===== src/hw/rtl/ffrp_pkg.sv =====
// ----------------------------------------------------------------------------
// First-fit row packer package
// Shared widths, transaction payload types, controller states and the
// command and status groups between the controller and the datapath.
// ----------------------------------------------------------------------------
package ffrp_pkg;

  localparam int unsigned MaxRowsDef = 16;
  localparam int unsigned FieldW     = 16;
  localparam int unsigned RowIdxOutW = 6;

  typedef struct packed {
    logic [FieldW-1:0] grp_id;
    logic [FieldW-1:0] item_id;
    logic [FieldW-1:0] start_day;
    logic [FieldW-1:0] end_day;
  } in_item_t;

  typedef struct packed {
    logic [FieldW-1:0]     item_out;
    logic [RowIdxOutW-1:0] row_index;
    logic                  opened_row;
    logic                  overflow;
  } out_item_t;

  typedef enum logic {
    ST_IDLE,
    ST_EVAL
  } ffrp_state_e;

  typedef struct packed {
    logic load;
    logic commit;
  } ctrl_cmd_t;

  typedef struct packed {
    logic out_blocked;
  } dp_status_t;

endpackage


===== src/hw/rtl/ffrp_if.sv =====
// ----------------------------------------------------------------------------
// First-fit row packer channels
// Valid/ready channels for input intervals and for placement results.
// ----------------------------------------------------------------------------
interface ffrp_in_if import ffrp_pkg::*; ();
  logic     valid;
  logic     ready;
  in_item_t data;

  modport source (output valid, output data, input ready);
  modport sink (input valid, input data, output ready);
endinterface

interface ffrp_out_if import ffrp_pkg::*; ();
  logic      valid;
  logic      ready;
  out_item_t data;

  modport source (output valid, output data, input ready);
  modport sink (input valid, input data, output ready);
endinterface


===== src/hw/rtl/ffrp_ctrl.sv =====
// ----------------------------------------------------------------------------
// First-fit row packer controller
// Takes one input transaction, then commits its placement as soon as the
// result register is free.
// ----------------------------------------------------------------------------
module ffrp_ctrl import ffrp_pkg::*; (
  input  logic       clk_i,
  input  logic       rst_ni,
  input  logic       in_valid_i,
  output logic       in_ready_o,
  input  dp_status_t status_i,
  output ctrl_cmd_t  cmd_o
);

  ffrp_state_e state_q, state_d;

  always_ff @(posedge clk_i or negedge rst_ni) begin
    if (!rst_ni) begin
      state_q <= ST_IDLE;
    end else begin
      state_q <= state_d;
    end
  end

  always_comb begin
    state_d = state_q;
    unique case (state_q)
      ST_IDLE: begin
        if (in_valid_i) begin
          state_d = ST_EVAL;
        end
      end
      ST_EVAL: begin
        if (!status_i.out_blocked) begin
          state_d = ST_IDLE;
        end
      end
      default: state_d = ST_IDLE;
    endcase
  end

  always_comb begin
    in_ready_o    = 1'b0;
    cmd_o.load    = 1'b0;
    cmd_o.commit  = 1'b0;
    unique case (state_q)
      ST_IDLE: begin
        in_ready_o = 1'b1;
        cmd_o.load = in_valid_i;
      end
      ST_EVAL: begin
        cmd_o.commit = !status_i.out_blocked;
      end
      default: begin
        in_ready_o = 1'b0;
      end
    endcase
  end

endmodule


===== src/hw/rtl/ffrp_dp.sv =====
// ----------------------------------------------------------------------------
// First-fit row packer datapath
// Holds the last interval of each row, compares all open rows side by side,
// picks the lowest row that fits and registers the result.
// ----------------------------------------------------------------------------
module ffrp_dp import ffrp_pkg::*; #(
  parameter int unsigned MAX_ROWS = MaxRowsDef
) (
  input  logic       clk_i,
  input  logic       rst_ni,
  input  ctrl_cmd_t  cmd_i,
  output dp_status_t status_o,
  input  in_item_t   in_data_i,
  output logic       out_valid_o,
  input  logic       out_ready_i,
  output out_item_t  out_data_o
);

  localparam int unsigned RowW  = (MAX_ROWS > 1) ? $clog2(MAX_ROWS) : 1;
  localparam int unsigned UsedW = $clog2(MAX_ROWS + 1);

  in_item_t          in_q;
  logic [FieldW-1:0] row_start_q [MAX_ROWS];
  logic [FieldW-1:0] row_end_q   [MAX_ROWS];
  logic [UsedW-1:0]  rows_used_q, rows_used_d;
  logic [FieldW-1:0] group_q;
  logic              seen_q;
  logic              out_valid_q, out_valid_d;
  out_item_t         out_q, out_d;

  logic                new_group;
  logic [UsedW-1:0]    used_eff;
  logic [MAX_ROWS-1:0] fit;
  logic [MAX_ROWS-1:0] wr_en;
  logic [RowW-1:0]     pick;
  logic                found;
  logic                room;

  always_ff @(posedge clk_i) begin
    if (cmd_i.load) begin
      in_q <= in_data_i;
    end
  end

  always_comb begin
    new_group = !seen_q || (in_q.grp_id != group_q);
    used_eff  = new_group ? '0 : rows_used_q;
    room      = used_eff < UsedW'(MAX_ROWS);
    for (int i = 0; i < MAX_ROWS; i++) begin
      fit[i] = (UsedW'(i) < used_eff) &&
               !((in_q.start_day < row_end_q[i]) && (row_start_q[i] < in_q.end_day));
    end
    found = |fit;
    pick  = '0;
    for (int i = MAX_ROWS - 1; i >= 0; i--) begin
      if (fit[i]) begin
        pick = RowW'(i);
      end
    end
    for (int i = 0; i < MAX_ROWS; i++) begin
      wr_en[i] = found ? (pick == RowW'(i)) : (room && (used_eff == UsedW'(i)));
    end
  end

  always_comb begin
    rows_used_d         = used_eff;
    out_d.item_out      = in_q.item_id;
    out_d.row_index     = '0;
    out_d.opened_row    = 1'b0;
    out_d.overflow      = 1'b0;
    if (found) begin
      out_d.row_index = RowIdxOutW'(pick);
    end else if (room) begin
      out_d.row_index  = RowIdxOutW'(used_eff);
      out_d.opened_row = 1'b1;
      rows_used_d      = used_eff + UsedW'(1);
    end else begin
      out_d.overflow = 1'b1;
    end
  end

  always_ff @(posedge clk_i) begin
    for (int i = 0; i < MAX_ROWS; i++) begin
      if (cmd_i.commit && wr_en[i]) begin
        row_start_q[i] <= in_q.start_day;
        row_end_q[i]   <= in_q.end_day;
      end
    end
    if (cmd_i.commit) begin
      out_q <= out_d;
    end
  end

  always_comb begin
    if (cmd_i.commit) begin
      out_valid_d = 1'b1;
    end else if (out_ready_i) begin
      out_valid_d = 1'b0;
    end else begin
      out_valid_d = out_valid_q;
    end
  end

  always_ff @(posedge clk_i or negedge rst_ni) begin
    if (!rst_ni) begin
      rows_used_q <= '0;
      group_q     <= '0;
      seen_q      <= 1'b0;
      out_valid_q <= 1'b0;
    end else begin
      out_valid_q <= out_valid_d;
      if (cmd_i.commit) begin
        rows_used_q <= rows_used_d;
        group_q     <= in_q.grp_id;
        seen_q      <= 1'b1;
      end
    end
  end

  assign status_o.out_blocked = out_valid_q && !out_ready_i;
  assign out_valid_o          = out_valid_q;
  assign out_data_o           = out_q;

`ifndef SYNTHESIS
  a_rows_bounded: assert property (@(posedge clk_i) disable iff (!rst_ni)
    rows_used_q <= UsedW'(MAX_ROWS))
    else $error("Open row count exceeds the row capacity.");

  a_overflow_clean: assert property (@(posedge clk_i) disable iff (!rst_ni)
    (out_valid_q && out_q.overflow) |-> (!out_q.opened_row && (out_q.row_index == '0)))
    else $error("Overflow result carries a row or an opened flag.");

  a_open_counts: assert property (@(posedge clk_i) disable iff (!rst_ni)
    (cmd_i.commit && !found && room) |=> (rows_used_q == $past(used_eff) + UsedW'(1)))
    else $error("Opening a row did not advance the open row count.");

  a_commit_frees_out: assert property (@(posedge clk_i) disable iff (!rst_ni)
    cmd_i.commit |-> !(out_valid_q && !out_ready_i))
    else $error("Commit overwrote a result that was not taken.");
`endif

endmodule


===== src/hw/rtl/first_fit_interval_row_packer.sv =====
// An accepted input is captured in the input register, evaluated and written to the
// output register; the write waits while an earlier result waits at the output.
// A new interval is taken only after the last one is committed; the row compare and
// first-fit pick for all open rows run in the evaluation state.
// Reset clears the row count, the group tracking and the output valid flag;
// the row start and end stores are not reset and are read only once written.
// ----------------------------------------------------------------------------
// First-fit interval row packer
// Assigns each interval to the lowest row whose last interval does not overlap
// it, opens new rows as needed, starts anew per group, flags overflow when full.
// ----------------------------------------------------------------------------
module first_fit_interval_row_packer import ffrp_pkg::*; #(
  parameter int unsigned MAX_ROWS = MaxRowsDef
) (
  input  logic        clk_i,
  input  logic        rst_ni,
  ffrp_in_if.sink     in_i,
  ffrp_out_if.source  out_o
);

  ctrl_cmd_t  cmd;
  dp_status_t status;

  ffrp_ctrl u_ctrl (
    .clk_i      (clk_i),
    .rst_ni     (rst_ni),
    .in_valid_i (in_i.valid),
    .in_ready_o (in_i.ready),
    .status_i   (status),
    .cmd_o      (cmd)
  );

  ffrp_dp #(
    .MAX_ROWS (MAX_ROWS)
  ) u_dp (
    .clk_i       (clk_i),
    .rst_ni      (rst_ni),
    .cmd_i       (cmd),
    .status_o    (status),
    .in_data_i   (in_i.data),
    .out_valid_o (out_o.valid),
    .out_ready_i (out_o.ready),
    .out_data_o  (out_o.data)
  );

endmodule

===== src/flat_wrapper.sv =====
// flat-port wrapper written by rule: the top's interface ports become plain ports
module first_fit_interval_row_packer_flat import ffrp_pkg::*;
#(
  parameter int unsigned MAX_ROWS = MaxRowsDef
)
  (clk_i, rst_ni, in_i_valid, in_i_data, in_i_ready, out_o_valid, out_o_data, out_o_ready);
  ffrp_in_if in_i_i ();
  ffrp_out_if out_o_i ();
  input  logic clk_i;
  input  logic rst_ni;
  input wire logic [$bits(in_i_i.valid)-1:0] in_i_valid;
  input wire logic [$bits(in_i_i.data)-1:0] in_i_data;
  output wire logic [$bits(in_i_i.ready)-1:0] in_i_ready;
  output wire logic [$bits(out_o_i.valid)-1:0] out_o_valid;
  output wire logic [$bits(out_o_i.data)-1:0] out_o_data;
  input wire logic [$bits(out_o_i.ready)-1:0] out_o_ready;
  assign in_i_i.valid = in_i_valid;
  assign in_i_i.data = in_i_data;
  assign in_i_ready = in_i_i.ready;
  assign out_o_valid = out_o_i.valid;
  assign out_o_data = out_o_i.data;
  assign out_o_i.ready = out_o_ready;
  first_fit_interval_row_packer #(.MAX_ROWS(MAX_ROWS)) u_core (.clk_i(clk_i), .rst_ni(rst_ni), .in_i(in_i_i), .out_o(out_o_i));
endmodule

===== config.mk =====
export PLATFORM = sky130hd
export DESIGN_NAME = first_fit_interval_row_packer_flat
export DESIGN_NICKNAME = d
export VERILOG_FILES = /design/src/hw/rtl/ffrp_pkg.sv /design/src/hw/rtl/ffrp_if.sv /design/src/hw/rtl/ffrp_ctrl.sv /design/src/hw/rtl/ffrp_dp.sv /design/src/hw/rtl/first_fit_interval_row_packer.sv /design/src/flat_wrapper.sv
export SDC_FILE = /design/constraint.sdc
export NUM_CORES = 1
export LEC_CHECK = 0
export BUFFER_PORTS_ARGS = -buffer_cell sky130_fd_sc_hd__buf_2
export CORE_MARGIN = 4
export CORE_UTILIZATION = 35
export DETAILED_ROUTE_END_ITERATION = 7
export PLACE_DENSITY_LB_ADDON = 0.08
export SLEW_MARGIN = 30
export SYNTH_ARGS = -nofsm -noshare
export SYNTH_HDL_FRONTEND = slang
export SYNTH_SLANG_ARGS = --single-unit

===== constraint.sdc =====
create_clock -name clk_i -period 6.2 [get_ports clk_i]
set_input_delay 0.93 -clock clk_i [delete_from_list [all_inputs] [get_ports clk_i]]
set_output_delay 0.93 -clock clk_i [all_outputs]
set_load 0.005 [all_outputs]

==> results of run 1 <==
==> layout make-up <==
cell class                      instances  area [µm²]  area share, %
Sequential cell                       623       18600           50.8
Multi-Input combinational cell       1395       11800           32.2
Clock buffer                           93        1950           5.34
Tap cell                             1165        1460           3.98
Timing Repair Buffer                  193        1380           3.77
Inverter                              282        1060           2.89
Clock inverter                         43         372           1.02
Antenna cell                            2        5.00         0.0137
==> final timing paths <==
path,startpoint,endpoint,slack [ns],depth (start not counted)
worst max-delay path,u_core.u_dp.in_q[30],u_core.u_dp.row_end_q[1][51],0.67,14
worst min-delay path,rst_ni,u_core.u_dp.group_q[15],0.36,1
worst max register to register,u_core.u_dp.in_q[30],u_core.u_dp.row_end_q[1][51],0.67,14
worst min register to register,u_core.u_dp.in_q[34],u_core.u_dp.out_data_o[10],0.42,0
max in group asynchronous,rst_ni,u_core.u_dp.group_q[14],5.38,1
min in group clk_i,u_core.u_dp.in_q[34],u_core.u_dp.out_data_o[10],0.42,0
==> cells by family after synthesis <==
group / after synthesis
AOI/OAI and AO/OA: 463
and+or+nand+nor: 428
muxes: 2
other: 1
DFF: 623
xor gates and xnor gates: 16
buffers and inverters: 298
adders and majority gates: 484
==> through the flow <==
stage,setup slack (ns),hold WS (ns)
global route,0.368,0.376
detailed placement,0.628,0.406
CTS,0.614,0.331
finish,0.672,0.363
global placement,0.595,0.401
floorplan,0.0695,0.400
==> cell usage after synthesis (all sizes together), types with 5 or more instances <==
cell type / n
nor4: 11
or3: 5
and2: 10
o31ai: 8
o21ai: 94
a2111oi: 10
o2111ai: 12
nor3: 16
a21oi: 129
a211o: 8
a211oi: 45
o22ai: 8
o21a: 14
xnor2: 8
a31oi: 11
xor2: 8
nand3: 36
dfrtp: 24
nor2: 64
a21o: 55
a21boi: 5
a221oi: 7
buf: 10
and3: 9
and4: 9
inv: 282
or4: 5
ha: 484
edfxtp: 599
o211ai: 13
nor2b: 30
nand2b: 23
nor3b: 5
clkbuf: 6
nand2: 132
nand4: 59
==> layer usage <==
metal	vias up	global-route usage (%)	part of all wire, %
met2	466	33.8	48
met3	116	2.83	4.4
met5	-	0	0
met4	0	6.37	3.0
met1	9887	25.9	44
li1	9336	-	-
==> state kept, by name, summed over array words and instances (netlist names) <==
register and flops:
u_core.u_dp.rows_used_q 5, u_core.u_dp.seen_q 1, u_core.u_dp.out_data_o 23, u_core.u_dp.row_end_q 256
u_core.u_ctrl.state_q 1, u_core.u_dp.row_start_q 256, u_core.u_dp.group_q 16, u_core.u_dp.in_q 64
u_core.u_dp.out_valid_o 1
==> power breakdown <==
group,total (W),switching [W],leakage [nW],internal (W)
clock network,0.00424,0.00178,1.14,0.00245
registers,0.00519,0.000155,5.73,0.00504
logic,0.00224,0.00148,8.14,0.000762
==> impl_metrics.toml, run 1 <==
[clock_network]
cts_root_buf = "clkbuf_16"
path_clk_slew_ns = 0.06
post_cts_buffers = 0
clock_latency_ns = 0.61
clock_sinks = 623
h-tree-depth = 3
hold_buffers = 0
max-clock-path-buffers = 3
cts_buffers = 74
tritoncts = "yes"
postCtsResizedCells = 0

[run]
cap_violations = 0

[logic_synthesis]
syn_area_um2 = 31300
syn_inst = 2315
synth_mux_area_share_pct = 0.0838
synth-xor-area-share_pct = 0.447
synth_area_per_cell_um2 = 13.5
yosys.area_share.simple_pct = 7.10
ys_types = 95
ys.flop_type = "edfxtp_1"
synth_warnings = 0
synth_top_area_cell = "edfxtp_1"
synth-compound-area-share_pct = 10.0
yosysSeqAreaShare_pct = 59.3
synthAdderAreaFrac_pct = 19.3
netlist.area_leader.share_pct = 57.4
async_flop_share_pct = 3.85
synth-edff-count = 599
ys_ff_latch = 623
synth.area.top_cells = "edfxtp_1, ha_1, inv_1, a21oi_1, dfrtp_1"
synth_top_family_by_area = "adder cells"

[grt]
grt_max_degree = 46
antenna_found_initial = 8
grt_pass1_wl_mm = 136
grt_use_total_pct = 19.8
grt.overflow.total = 0
grt_pass1_vias = 20500

[floorplan]
die_h_um = 307
initial_core_util_pct = 35.4
io_pins = 94
rows = 109
core_area_um2 = 88600
die-area_um2 = 94400
die_w_um = 307

[layout]
nets = 3121
design_area_um2 = 36600
fin_cells = 3796
drive_gt1_share_pct = 13.2
postLayoutCoreUtil_pct = 41.3
final_common_cell = "edfxtp_1"
nFillCells = 8256
final_cell_mix = "edfxtp_1, ha_1, inv_1"
areaGrowthSynthToFinish_pct = 16.7

[placed_design]
dp.cells = 3657
routabilityCongestion = 0.852
portBuffers = 92
dpl.hpwl_mm = 65.6
dpl-instance-area_um2 = 34200

[detailed_routing]
drt_drc_violations_left = 0
first_iter_violations = 1324
routed_wl_mm = 92.9
first_pass_iters = 6
vias_per_cell = 5.22
antenna_left = 0
wire_per_inst_um = 24.5
num_vias = 19800

[setup_path]
path_cells = "buf_4, ha_1, nand4_1, a211oi_1, nor4b_1, o2111ai_1, o211a_1, o32a_1, o31a_1, and4bb_4, nand3_1, nor2_1, a32o_2, buf_4"
critPathCaptureType = "register"
critPathBufInv = 2
cp_slowest_cell = "nor4b_1"
required_ns = 6.44
worstSetupPathType = "register to register"
cp.arrival_ns = 5.77
crit_family = "simple AND/OR/NAND/NOR gates"
slowest_delay_ns = 0.60
worstPathMaxFanout = 32
cp-start-kind = "register"
cpMostUsedCell = "buf_4"

[timing]
post-route-period-util_pct = 89.2
report.final.slew_viol_count = 0
timing.final.crit_period_ns = 5.53
setup_viol = 0
slew_headroom_pct = 38.7
fmax_mhz = 181
final_hold_viol_count = 0
tightestPinTransition_ns = 0.918
fin_tns_setup_ns = 0
rsz0062_at_grt = "false"
skew_ns = 0.0250

[power_and_ir_drop]
p_total_w = 0.0117
irDropWorstVdd_uv = 246
p_leak_nw = 15.0
p_per_area_nw_per_um2 = 319

[hold_path]
hold_class = "input port to asynchronous set/reset pin"

[outcome]
status = "complete, no violations"
Note: power is estimated with default switching activity, not from simulation.
==> run 2: changes to the inputs <==
--- a/config.mk
+++ b/config.mk
@@ -5,6 +5,7 @@
 export SDC_FILE = /design/constraint.sdc
 export NUM_CORES = 1
 export LEC_CHECK = 0
+export ABC_AREA = 1
 export BUFFER_PORTS_ARGS = -buffer_cell sky130_fd_sc_hd__buf_2
 export CORE_MARGIN = 4
 export CORE_UTILIZATION = 35
==> run 2 against run 1 <==
Against the previous run:
- critical path depth increased by 4
- area after synthesis rose by 0.31%
- clock-buffer cell count down 1
- non-clock buffer count is 14 lower
- power fell by 1.9%
- largest cell class unchanged
- via count is 1.1% higher
- register-to-register slack improved by 0.25 ns
==> impl_metrics.toml, run 2 <==
[detailed_routing]
vias_per_cell = 4.96
routed_wl_mm = 85.6
wire_per_inst_um = 21.2
drt-met1-wl_mm = 39.9
num_vias = 20000
met2_length_mm = 40.7
first_pass_iters = 5
antenna_left = 0
top_layer_used = "met4"
first_iter_violations = 1084
wl_met3_mm = 3.16
drt_drc_violations_left = 0

[grt]
grt_use_total_pct = 18.2
grt_max_degree = 43
grt_pass1_vias = 20300
grt.overflow.total = 0
antenna_found_initial = 0
grt_pass1_wl_mm = 127

[floorplan]
core_area_um2 = 88800
rows = 109
die_h_um = 308
die_w_um = 308
io_pins = 94
initial_core_util_pct = 35.4
die-area_um2 = 94700

[setup_path]
cp.arrival_ns = 5.54
cp-start-kind = "register"
critPathCaptureType = "register"
worstSetupPathType = "register to register"
worstPathMaxFanout = 16
r2r_slack_ns = 0.93
required_ns = 6.47

[clock_network]
hold_buffers = 0
max-clock-path-buffers = 3
h-tree-depth = 3
path_clk_slew_ns = 0.06
cts_buffers = 74
clock_sinks = 623
postCtsResizedCells = 0
post_cts_buffers = 0
clock_latency_ns = 0.61
tritoncts = "yes"
cts_root_buf = "clkbuf_16"

[layout]
largestRegisters = "u_core.u_dp.row_end_q (256), u_core.u_dp.row_start_q (256), u_core.u_dp.in_q (64)"
final_cell_mix = "edfxtp_1, ha_1, inv_1"
design_area_um2 = 36500
areaGrowthSynthToFinish_pct = 16.0
final_common_cell = "edfxtp_1"
nFillCells = 8263
postLayoutCoreUtil_pct = 41.1
drive_gt1_share_pct = 11.9
n_antenna_cell = 0
nets = 3365

[logic_synthesis]
synth_top_area_cell = "edfxtp_1"
async_flop_share_pct = 3.85
syn_inst = 2568
post-synth-top-count-cell = "edfxtp_1"
ys_types = 50
synth.area.top_cells = "edfxtp_1, ha_1, inv_1, nand2_1, a21oi_1"
synth-edff-count = 599
yosysSeqAreaShare_pct = 59.1
netlist.area_leader.share_pct = 57.2
synth_area_per_cell_um2 = 12.2
ys.flop_type = "edfxtp_1"
ys_ff_latch = 623
syn_area_um2 = 31400
synth_warnings = 0
synthTopCellsByCount = "edfxtp_1, ha_1, inv_1"

[placed_design]
dpl.hpwl_mm = 59.9
portBuffers = 92
routabilityCongestion = 0.922
pre_cts_ws_ns = 0.885
dpl-instance-area_um2 = 34200

[timing]
skew_ns = 0.0298
slew_headroom_pct = 36.3
report.final.slew_viol_count = 0
setup_viol = 0
rsz0062_at_grt = "false"
layout_setup_ws_ns = 0.925
timing.final.crit_period_ns = 5.27
fin_tns_setup_ns = 0
final_hold_viol_count = 0
post-route-period-util_pct = 85.1
fmax_mhz = 190
tightestPinTransition_ns = 0.950

[power_and_ir_drop]
p_per_area_nw_per_um2 = 314
irDropWorstVdd_uv = 231
p_leak_nw = 15.4

[run]
cap_violations = 0

[outcome]
status = "complete, no violations"

[hold_path]
hold_class = "input port to asynchronous set/reset pin"
run 2: changes by cell type in the layout (fill, tap and decap cells not counted), sizes merged, moves of 23 or more:
cell	change
a211oi	-35
a21o	-54
a21oi	+133
inv	+107
nand2	+251
nand2b	-23
nand3	+36
nor2b	-30
run 2: worst paths after layout:
check                                startpoint                        endpoint  cells past startpoint
max                         u_core.u_dp.in_q[8]  u_core.u_dp.row_start_q[0][77]                     18
min                                      rst_ni         u_core.u_dp.out_valid_o                      1
max reg2reg                 u_core.u_dp.in_q[8]  u_core.u_dp.row_start_q[0][77]                     18
min reg2reg                u_core.u_dp.in_q[37]      u_core.u_dp.out_data_o[13]                      0
max in group asynchronous                rst_ni         u_core.u_dp.group_q[11]                      1
min in group clk_i         u_core.u_dp.in_q[37]      u_core.u_dp.out_data_o[13]                      0
run 2: area by class of cell:
type | instances | area, µm² | share of cell area (%)
sequential | 623 | 18600 | 50.9
inverter | 392 | 1480 | 4.05
multi-input combinational | 1543 | 11500 | 31.5
tap | 1165 | 1460 | 4.00
clock inverter | 41 | 300 | 0.823
clock buffer | 92 | 1940 | 5.32
timing repair buffer | 179 | 1220 | 3.36
run 2: cells by family after synthesis:
kind of cell | count (synthesis) | synth area share (%)
AO/OA/AOI/OAI | 430 | 7.55
XOR/XNOR | 3 | 0.0836
adder cells (fa/ha/maj) | 484 | 19.3
buffers and inverters | 403 | 4.89
flip-flops | 623 | 59.1
other | 1 | 0.0119
AND/OR/NAND/NOR | 624 | 9.08
run 2: metrics by stage:
step	power [W]	hold slack [ns]	cells
after detailed placement	0.00754	0.405	3902
after global placement	0.00747	0.400	3900
after floorplan	0.00652	0.400	2569
final	0.0115	0.360	4035
after global routing	0.0121	0.375	4035
after CTS	0.0116	0.330	4035
run 2: power by group:
group | switching [W] | internal (W)
Sequential | 0.000184 | 0.00504
Combinational | 0.00147 | 0.000699
Clock | 0.00174 | 0.00231
run 2: worst max-delay path: stages, from the launching register on:
cell and delay, ns:
edfxtp_1 0.55, inv_1 0.46, buf_4 0.33, ha_1 0.20
a21oi_1 0.13, o21ai_0 0.09, a21oi_1 0.19, nor3b_1 0.58
nand3_1 0.14, nand3_1 0.17, nand2_1 0.10, nor2_1 0.33
nand4_4 0.38, nor2_4 0.37, nand2_1 0.11, nor2_1 0.18
nand2_1 0.12, a21oi_4 0.18, buf_4 0.31
run 2: per-layer routing:
layer	vias to the layer above	track usage, %
met5	-	0
met3	107	2.41
met1	9860	24.7
li1	9700	-
met2	351	30.6
met4	0	5.13
